**config.mk**
```make
export PLATFORM = sky130hd
export DESIGN_NAME = hall_speed_pi_controller_top
export DESIGN_NICKNAME = d
export VERILOG_FILES = /design/src/sv/hspi_pkg.sv /design/src/sv/hall_speed_pi_controller_top.sv
export VERILOG_INCLUDE_DIRS = /design/src /design/src/sv
export SDC_FILE = /design/constraint.sdc
export NUM_CORES = 1
export LEC_CHECK = 0
export ABC_CLOCK_PERIOD_IN_PS = 6200
export BUFFER_PORTS_ARGS = -buffer_cell sky130_fd_sc_hd__buf_2
export CORE_MARGIN = 4
export CORE_UTILIZATION = 50
export CTS_BUF_LIST = sky130_fd_sc_hd__clkbuf_8
export DETAILED_ROUTE_END_ITERATION = 6
export PLACE_DENSITY_LB_ADDON = 0.15
export SYNTH_ARGS = -nofsm -noshare
export SYNTH_HDL_FRONTEND = slang
export SYNTH_SLANG_ARGS = --single-unit
```
**constraint.sdc**
```tcl
create_clock -name clk -period 6.2 [get_ports clk]
set_input_delay 1.24 -clock clk [delete_from_list [all_inputs] [get_ports clk]]
set_output_delay 1.24 -clock clk [all_outputs]
set_load 0.02 [all_outputs]
```
**src/sv/assert_macros.svh**
```systemverilog
// Assertion shorthands shared by the RTL; clocked on clk, off while arst_n is low.
`ifndef ASSERT_MACROS_SVH
`define ASSERT_MACROS_SVH

// same-cycle implication
`define HSPI_ASSERT_IMP(lbl, ante, cons, msg) \
	lbl: assert property (@(posedge clk) disable iff (!arst_n) (ante) |-> (cons)) \
		else $error(msg);

// next-cycle implication
`define HSPI_ASSERT_NXT(lbl, ante, cons, msg) \
	lbl: assert property (@(posedge clk) disable iff (!arst_n) (ante) |=> (cons)) \
		else $error(msg);

`endif

```
**src/sv/hspi_pkg.sv**
```systemverilog
`timescale 1ns / 1ps
`default_nettype none

package hspi_pkg;

	localparam int CAP_W      = 16;
	localparam int PERIOD_W   = CAP_W + 1;
	localparam int SPEED_W    = 24;
	localparam int ERR_W      = 25;
	localparam int GAIN_W     = 16;
	localparam int WARM_W     = 8;
	localparam int CNT_W      = 8;
	localparam int SUM_W      = 48;
	localparam int MCAND_W    = 64;
	localparam int ACC_W      = 65;
	localparam int FRAC_W     = 16;
	localparam int DUTY_W     = 8;
	localparam int CFG_IDX_W  = 3;
	localparam int CFG_DATA_W = 24;
	localparam int STEP_W     = 5;

	// register indexes
	localparam logic [CFG_IDX_W-1:0] REG_REF_SPEED = 3'd0;
	localparam logic [CFG_IDX_W-1:0] REG_KP_GAIN   = 3'd1;
	localparam logic [CFG_IDX_W-1:0] REG_KI_GAIN   = 3'd2;
	localparam logic [CFG_IDX_W-1:0] REG_WARMUP    = 3'd3;
	localparam logic [CFG_IDX_W-1:0] REG_NUMERATOR = 3'd4;

	// reset values
	localparam logic [CAP_W-1:0]   RST_REF_SPEED = 16'd12190;
	localparam logic [GAIN_W-1:0]  RST_KP_GAIN   = 16'd3277;
	localparam logic [GAIN_W-1:0]  RST_KI_GAIN   = 16'd328;
	localparam logic [WARM_W-1:0]  RST_WARMUP    = 8'd10;
	localparam logic [SPEED_W-1:0] RST_NUMERATOR = 24'd424440;

	localparam logic [SUM_W-1:0] SUM_MAX = {1'b0, {(SUM_W-1){1'b1}}};
	localparam logic [SUM_W-1:0] SUM_MIN = {1'b1, {(SUM_W-1){1'b0}}};

	localparam logic [STEP_W-1:0] DIV_LAST  = 5'd23;
	localparam logic [STEP_W-1:0] MUL_SWAP  = 5'd15;
	localparam logic [STEP_W-1:0] MUL_LAST  = 5'd31;

	typedef logic [STEP_W-1:0] step_t;

endpackage

`default_nettype wire

```
**src/sv/hall_speed_pi_controller_top.sv**
```systemverilog
`timescale 1ns / 1ps
`default_nettype none
// Channel   Dir  Handshake            Payload
// in        in   in_valid / in_stall  capture_value[15:0]
// out       out  out_valid / out_stall duty[7:0], speed[23:0], speed_error[24:0] (signed)
// cfg       in   cfg_write            cfg_index[2:0], cfg_data[23:0]
//
// One event runs from its transfer to a loaded result through the bit-serial
// restoring divider, the error and integrator update, the shift-add multiplier
// (16 kp bits, then 16 ki bits), and a final clamp and load. The next event
// can transfer in the cycle after the load. in_stall is high while an event
// is in work; a waiting result holds only the last step. arst_n clears the
// control state and loads register reset values.

module hall_speed_pi_controller_top
	import hspi_pkg::*;
(
	input  wire logic                          clk,
	input  wire logic                          arst_n,
	// input events
	input  wire logic                          in_valid,
	output logic                               in_stall,
	input  wire logic [CAP_W-1:0]              capture_value,
	// results
	output logic                               out_valid,
	input  wire logic                          out_stall,
	output logic [DUTY_W-1:0]                  duty,
	output logic [SPEED_W-1:0]                 speed,
	output logic signed [ERR_W-1:0]            speed_error,
	// configuration
	input  wire logic                          cfg_write,
	input  wire logic [CFG_IDX_W-1:0]          cfg_index,
	input  wire logic [CFG_DATA_W-1:0]         cfg_data
);

	`include "assert_macros.svh"

	localparam logic [2:0] ST_IDLE = 3'd0;
	localparam logic [2:0] ST_DIV  = 3'd1;
	localparam logic [2:0] ST_UPD  = 3'd2;
	localparam logic [2:0] ST_MUL  = 3'd3;
	localparam logic [2:0] ST_DONE = 3'd4;

	// configuration registers
	logic [CAP_W-1:0]   ref_speed_q;
	logic [GAIN_W-1:0]  kp_gain_q;
	logic [GAIN_W-1:0]  ki_gain_q;
	logic [WARM_W-1:0]  warmup_q;
	logic [SPEED_W-1:0] numerator_q;

	// control
	logic [2:0]        state_q;
	step_t             step_q;
	logic [CNT_W-1:0]  event_count_q;
	logic              warmed_q;
	logic              out_valid_q;

	// controller state
	logic signed [ERR_W-1:0] last_error_q;
	logic [SUM_W-1:0]        error_sum_q;

	// divider
	logic [PERIOD_W-1:0] period_q;
	logic [CAP_W-1:0]    rem_q;
	logic [SPEED_W-1:0]  dq_q;     // numerator bits out, quotient bits in

	// multiplier
	logic [MCAND_W-1:0] mcand_q;
	logic [GAIN_W-1:0]  mult_q;
	logic [ACC_W-1:0]   acc_q;

	// output registers
	logic [DUTY_W-1:0]       duty_q;
	logic [SPEED_W-1:0]      speed_q;
	logic signed [ERR_W-1:0] speed_error_q;

	logic in_xfer;
	logic out_xfer;
	logic can_load;

	logic [PERIOD_W:0]       trial;
	logic                    qbit;
	logic [CAP_W-1:0]        rem_next;
	logic signed [ERR_W-1:0] err_new;
	logic                    warmed_new;
	logic [SUM_W:0]          sum_ext;
	logic [SUM_W-1:0]        sum_sat;
	logic [ACC_W-1:0]        acc_next;
	logic [DUTY_W-1:0]       duty_new;

	assign in_stall  = (state_q != ST_IDLE);
	assign in_xfer   = in_valid && !in_stall;
	assign out_valid = out_valid_q;
	assign out_xfer  = out_valid_q && !out_stall;
	assign can_load  = !out_valid_q || !out_stall;

	assign duty        = duty_q;
	assign speed       = speed_q;
	assign speed_error = speed_error_q;

	// one restoring-division step: shift in next numerator bit, try subtract
	always_comb begin
		trial    = {1'b0, rem_q, dq_q[SPEED_W-1]} - {1'b0, period_q};
		qbit     = !trial[PERIOD_W];
		// on a failed subtract the partial remainder is below period, so its top bit is 0
		rem_next = qbit ? trial[CAP_W-1:0] : {rem_q[CAP_W-2:0], dq_q[SPEED_W-1]};
	end

	// error, warm-up and saturating integrator
	always_comb begin
		err_new    = $signed({{(ERR_W-CAP_W){1'b0}}, ref_speed_q})
		           - $signed({1'b0, dq_q});
		warmed_new = (event_count_q > warmup_q);
		sum_ext    = {error_sum_q[SUM_W-1], error_sum_q}
		           + {{(SUM_W+1-ERR_W){last_error_q[ERR_W-1]}}, last_error_q};
		if (sum_ext[SUM_W] != sum_ext[SUM_W-1]) begin
			sum_sat = sum_ext[SUM_W] ? SUM_MIN : SUM_MAX;
		end else begin
			sum_sat = sum_ext[SUM_W-1:0];
		end
	end

	// shift-add multiply step and drive clamp
	always_comb begin
		acc_next = mult_q[0] ? acc_q + {mcand_q[MCAND_W-1], mcand_q} : acc_q;
		// negative sum truncates to <= 0 -> 0; anything >= 256 in Q16 -> 255
		if (acc_q[ACC_W-1]) begin
			duty_new = '0;
		end else if (|acc_q[ACC_W-2:FRAC_W+DUTY_W]) begin
			duty_new = '1;
		end else begin
			duty_new = acc_q[FRAC_W+DUTY_W-1:FRAC_W];
		end
	end

	// configuration writes; unknown index ignored
	always_ff @(posedge clk or negedge arst_n) begin
		if (!arst_n) begin
			ref_speed_q <= RST_REF_SPEED;
			kp_gain_q   <= RST_KP_GAIN;
			ki_gain_q   <= RST_KI_GAIN;
			warmup_q    <= RST_WARMUP;
			numerator_q <= RST_NUMERATOR;
		end else if (cfg_write) begin
			case (cfg_index)
				REG_REF_SPEED: ref_speed_q <= cfg_data[CAP_W-1:0];
				REG_KP_GAIN:   kp_gain_q   <= cfg_data[GAIN_W-1:0];
				REG_KI_GAIN:   ki_gain_q   <= cfg_data[GAIN_W-1:0];
				REG_WARMUP:    warmup_q    <= cfg_data[WARM_W-1:0];
				REG_NUMERATOR: numerator_q <= cfg_data[SPEED_W-1:0];
				default: begin
				end
			endcase
		end
	end

	// control path
	always_ff @(posedge clk or negedge arst_n) begin
		if (!arst_n) begin
			state_q       <= ST_IDLE;
			step_q        <= '0;
			event_count_q <= '0;
			warmed_q      <= 1'b0;
			out_valid_q   <= 1'b0;
			last_error_q  <= ERR_W'(signed'({1'b0, RST_REF_SPEED}));
			error_sum_q   <= '0;
		end else begin
			case (state_q)
				ST_IDLE: begin
					if (in_xfer) begin
						state_q <= ST_DIV;
						step_q  <= '0;
						if (event_count_q != '1) begin
							event_count_q <= event_count_q + 1'b1;
						end
					end
				end
				ST_DIV: begin
					step_q <= step_q + 1'b1;
					if (step_q == DIV_LAST) begin
						state_q <= ST_UPD;
					end
				end
				ST_UPD: begin
					warmed_q     <= warmed_new;
					last_error_q <= err_new;
					if (warmed_new) begin
						error_sum_q <= sum_sat;
					end
					step_q  <= '0;
					state_q <= ST_MUL;
				end
				ST_MUL: begin
					step_q <= step_q + 1'b1;
					if (step_q == MUL_LAST) begin
						state_q <= ST_DONE;
					end
				end
				ST_DONE: begin
					if (can_load) begin
						state_q <= ST_IDLE;
					end
				end
				default: state_q <= ST_IDLE;
			endcase

			if (state_q == ST_DONE && can_load) begin
				out_valid_q <= 1'b1;
			end else if (out_xfer) begin
				out_valid_q <= 1'b0;
			end
		end
	end

	// datapath shift registers
	always_ff @(posedge clk) begin
		case (state_q)
			ST_IDLE: begin
				if (in_xfer) begin
					period_q <= {1'b1, {CAP_W{1'b0}}} - {1'b0, capture_value};
					rem_q    <= '0;
					dq_q     <= numerator_q;
				end
			end
			ST_DIV: begin
				rem_q <= rem_next;
				dq_q  <= {dq_q[SPEED_W-2:0], qbit};
			end
			ST_UPD: begin
				acc_q   <= '0;
				mcand_q <= {{(MCAND_W-ERR_W){err_new[ERR_W-1]}}, err_new};
				mult_q  <= kp_gain_q;
			end
			ST_MUL: begin
				acc_q <= acc_next;
				if (step_q == MUL_SWAP) begin
					// proportional part done; integral part only after warm-up
					mcand_q <= {{(MCAND_W-SUM_W){error_sum_q[SUM_W-1]}}, error_sum_q};
					mult_q  <= warmed_q ? ki_gain_q : '0;
				end else begin
					mcand_q <= {mcand_q[MCAND_W-2:0], 1'b0};
					mult_q  <= {1'b0, mult_q[GAIN_W-1:1]};
				end
			end
			ST_DONE: begin
				if (can_load) begin
					duty_q        <= duty_new;
					speed_q       <= dq_q;
					speed_error_q <= last_error_q;
				end
			end
			default: begin
			end
		endcase
	end

	// partial remainder always stays below the divisor
	`HSPI_ASSERT_IMP(a_rem_below_period, state_q == ST_DIV, {1'b0, rem_q} < period_q,
		"divider remainder not below period")
	// a new result appears only after the multiplier has finished
	`HSPI_ASSERT_IMP(a_result_from_done, $rose(out_valid_q), $past(state_q) == ST_DONE,
		"result loaded outside the done step")
	// event counter only ever climbs
	`HSPI_ASSERT_IMP(a_count_monotonic, 1'b1, event_count_q >= $past(event_count_q),
		"event counter went down")
	// an accepted event always starts the divider
	`HSPI_ASSERT_NXT(a_accept_starts_div, in_xfer, state_q == ST_DIV && step_q == '0,
		"accepted event did not start division")

endmodule

`default_nettype wire
```
Word-level counts from Yosys, hierarchy flattened --
Cells that the tools add are included.
Storage, ports and cells: flip-flop bits (word level) 430, output and inout port bits 59, input bits 48, word-level logic and storage cells 101
Cells by class: muxes and demuxes 24, $add $sub $neg 7, order comparisons 1, reductions and logical operators 30, eq/ne operators 18
Operators by type and width (number):
- one-hot mux 65 bit (2 select lines) | 1
- one-hot mux 64 bit (2 select lines) | 1
- two-way mux 48 bit | 2
- adder 65 bit | 1
- two-way mux 65 bit | 1
- two-way mux 16 bit | 4
- two-way mux 64 bit | 1
- one-hot mux 16 bit (2 select lines) | 2
- adder 48 x 25 -> 49 bit | 1
- one-hot mux 24 bit (2 select lines) | 1
- OR reduction 40 bit | 1
- subtractor 16 x 24 -> 25 bit | 1
- two-way mux 24 bit | 1
- AND reduction 2 bit | 11
- subtractor 17 x 17 -> 18 bit | 1
- subtractor 17 x 16 -> 17 bit (first input constant) | 1
- one-hot mux 3 bit (5 select lines) | 1
- one-hot mux 5 bit (3 select lines) | 1
- equality test 3 x 2 -> 1 bit (second input constant) | 4
- two-way mux 3 bit | 4
- equality test 5 bit (second input constant) | 2
- inequality test 2 bit (second input constant) | 5
- adder 8 x 1 -> 8 bit (second input constant) | 1
- > comparator 8 bit | 1
- other kinds (18) | 30

Logic depth before layout (Yosys ltp) --
depth after elaboration 5, gate-level depth with buffers 14, gate-level depth less buffers 13

Worst setup path before layout --
No wires, ideal clock.
path kind input port to flip-flop, from input out_stall, to register duty_q[0] (netlist: duty[0]), enable pin, stages 1, buffers on the path 0, setup time 0.491 ns, arrival time 3.960 ns, setup slack 1.749 ns, required time 5.709 ns, cells stage by stage a21oi_1
On the way: cells in the longest elaborated chain, start to end 3
Ends and longest elaborated chain:
- from (decl) | line hall_speed_pi_controller_top.sv:26 | input wire logic out_stall,
- zero test 1 bit | line hall_speed_pi_controller_top.sv:95 | assign can_load = !out_valid_q || !out_stall;
- logical OR 1 bit | line hall_speed_pi_controller_top.sv:95
- AND reduction 2 bit (no line)
- to (signal assigned) | line hall_speed_pi_controller_top.sv:247 | duty_q <= duty_new;
- to (decl) | line hall_speed_pi_controller_top.sv:73 | logic [DUTY_W-1:0] duty_q;
Every way passes these cells. A chain may end at the register's enable or synchronous reset.

Worst setup path in the final report --
from register last_error_q[24], to register error_sum_q[2]
On the way: cells in the longest elaborated chain, start to end 3, elaborated cells between the ends (all ways) 4, classes of those cells add/sub: 1; eq/ne: 1; mux: 2
Ends and longest elaborated chain:
- from (decl) | line hall_speed_pi_controller_top.sv:59 | logic signed [ERR_W-1:0] last_error_q;
- from (signal assigned) | line hall_speed_pi_controller_top.sv:165 | last_error_q <= ERR_W'(signed'({1'b0, RST_REF_SPEED}));
- from (signal assigned) | line hall_speed_pi_controller_top.sv:186 | last_error_q <= err_new;
- adder 48 x 25 -> 49 bit (*) | line hall_speed_pi_controller_top.sv:115 | + {{(SUM_W+1-ERR_W){last_error_q[ERR_W-1]}}, last_error_q};
- two-way mux 48 bit / inequality test 1 bit (equally long branches) | line hall_speed_pi_controller_top.sv:117, hall_speed_pi_controller_top.sv:116
- two-way mux 48 bit (*) | line hall_speed_pi_controller_top.sv:116 | if (sum_ext[SUM_W] != sum_ext[SUM_W-1]) begin
- to (signal assigned) | line hall_speed_pi_controller_top.sv:188 | error_sum_q <= sum_sat;
- to (decl) | line hall_speed_pi_controller_top.sv:60 | logic [SUM_W-1:0] error_sum_q;
Every way passes the cells marked *; elsewhere a longest branch is shown, timed or not.

==> impl_metrics.tcl <==
set metrics [dict create \
    tritoncts "done" \
    fillers 4614 \
    cp_num_buf_inv 2 \
    tightest_slew_ps 1090 \
    synth_edf_count 259 \
    finalHoldViolCount 0 \
    fmax_mhz 243 \
    critPathMaxFanout 25 \
    avgSynthCellArea_um2 10.2 \
    multi_input_area_um2 12900 \
    insertion_delay_ps 670 \
    synth.most_common_cell "edfxtp_1" \
    num_rows 83 \
    antenna_left 0 \
    grt_start_max_net_pins 75 \
    grt_overflow 0 \
    diodes 0 \
    reg2reg_slack_ps 2080 \
    fp.dieArea_um2 55500 \
    cpPeakStageDelay_ps 760 \
    wl_met1_mm 29.5 \
    leakage_uw 0.0116 \
    regArea_um2 12100 \
    synthFlopType "edfxtp_1" \
    drt-total-wl_mm 66.4 \
    rsz0062_at_grt "no" \
    cts_setup_buffers 0 \
    yosys-top-cells-count "259 x edfxtp_1, 253 x nand2_1, 232 x nor2_1, 179 x a21oi_1, 158 x ha_1" \
    fin_worst_skew_ps 32.4 \
    cp.required_ps 6730 \
    p_per_area_nw_per_um2 483 \
    grt_use_total_pct 23.6 \
    final_max_slew_viol_count 0 \
    cts_buffers 78 \
    worst_ep_arrival_time_ps 4650 \
    area_delta_synth_final_pct 9.89 \
    num_io_pins 107 \
    grt_pass1_wl_mm 106 \
    wl_met2_mm 31.7 \
    grt_antenna_before_repair 1 \
    cp_cell_sequence "buf_4 > ha_1 > a21o_1 > a2111oi_2 > o31ai_1 > a22oi_1 > nand3b_2 > xnor2_4 > buf_4 > a21o_1 > o21ai_0" \
    crit_slowest_cell "xnor2_4" \
    crit_type "reg2reg" \
    fin_crit_sh_pct 66.5 \
    numPortBuffers 106 \
    synth.distinct_cells 82 \
    start_kind "register" \
    clock_sinks 430 \
    gp_congestion 0.915 \
    synth_top_area_cell "edfxtp_1" \
    cts-htree-levels 3 \
    cts-resized-gates 0 \
    final-setup-viol-count 0 \
    drive_above_1_share_pct 17.0 \
    crit_family "compound AO/OA/AOI/OAI gates" \
    vias 19400 \
    top_layer "met5" \
    hp-class "reg2reg" \
    min_period_ps 4120 \
    drtIter0Drc 1213 \
    cts_max_path_buffers 3 \
    fp.dieH_um 236 \
    slew_headroom_pct 27.4 \
    root_buffer "clkbuf_8" \
    endpoint_kind "register" \
    ys_ff_latch 430 \
    irDropWorstVdd_v 0.000320 \
    yosysTopAreaCellShare_pct 30.0 \
    hold_buffers 0 \
    core_um2 51300 \
    drtPass1Iterations 5 \
    syn-num-nets 2746 \
    initial_core_util_pct 50.5 \
    grt_pass1_vias 19500 \
    drc 0 \
    layout.nets 2824 \
    async_flop_share_pct 39.8 \
    ys_warn_count 0 \
    utilization_pct 55.5 \
    netlist_instances 2536 \
    vias_per_cell 5.78 \
    dr_wl_met3_mm 2.68 \
    status "complete, no violations" \
    die_x_um 236 \
    avgRoutedWirePerCell_um 19.8 \
    hpwlAfterDp_mm 47.5 \
    syn-cell-area_um2 25900 \
    seq_area_frac_synth_pct 46.8 \
    cap_violations 0 \
    totalNegativeSetupSlack_ps 0 \
    synth_area_leaders "edfxtp_1 30%, dfrtp_1 12%, ha_1 7.6%, dfstp_2 4.5%, mux2_2 4.1%" \
    clk_pin_slew_ps 60 \
]
==> final cells by class <==
class / instances / area share [%]
multi-input cells: 1875 / 45.3
flip-flops and latches: 430 / 42.5
inverters: 102 / 1.35
repair buffers: 127 / 2.44
clock inverters: 58 / 1.12
clock buffers: 87 / 4.21
well taps: 680 / 2.99
==> report_power, final <==
part	total (uW)	internal [uW]	switching (uW)
sequential	4810	4230	578
combinational	6330	2470	3860
clock	2600	1350	1250
==> cells by family (layout without fill, tap and decap cells) <==
group	after synthesis	after routing	synth area share (%)
buffers and inverters	231	374	3.62
adders and majority gates	203	203	9.72
DFF	430	430	46.8
muxes	142	142	5.94
and+or+nand+nor	729	729	12.7
xor gates and xnor gates	146	146	5.01
AOI/OAI and AO/OA	655	655	16.3
==> flip-flops by register name (all words and copies together) (netlist names), 17 cells and up <==
name	flops
acc_q	65
dq_q	24
period_q	17
speed_error	25
last_error_q	25
numerator_q	24
error_sum_q	48
mcand_q	64
speed	24
==> routing by layer <==
layer  track usage (%)  vias to the layer above
met1              30.9                     9428
met2              39.7                      431
met3              3.85                      133
li1                  -                     9418
met4              8.77                        2
met5                 0                        -
==> metrics by stage <==
stage	hold slack (ps)	total power (uW)	instances	cell area [um^2]	worst slack (ps)
after CTS	466	13800	3359	28500	2070
after detailed placement	447	11100	3214	26900	2130
after global placement	434	11000	3214	26900	2190
after floorplan	424	9510	2536	25900	1750
after global routing	489	14800	3359	28500	1820
final	459	13700	3359	28500	2080
==> cell usage in the layout, fill, tap and decap left out, types with 94 or more instances in the layout <==
cell	count
edfxtp_1	259
nand2_1	251
nor2_1	231
a21oi_1	177
ha_1	157
inv_1	138
dfrtp_1	127
o21ai_0	117
buf_2	105
mux2_2	94
==> final timing paths <==
path                                   from              end  depth (start not counted)
setup / recovery           last_error_q[24]   error_sum_q[2]                         11
hold reg to reg                     dq_q[2]         speed[2]                          0
min in group asynchronous            arst_n  error_sum_q[35]                          1
hold / removal                      dq_q[2]         speed[2]                          0
setup reg to reg           last_error_q[24]   error_sum_q[2]                         11
max in group asynchronous            arst_n   ref_speed_q[6]                          2
Note: power is estimated with default switching activity, not from simulation.
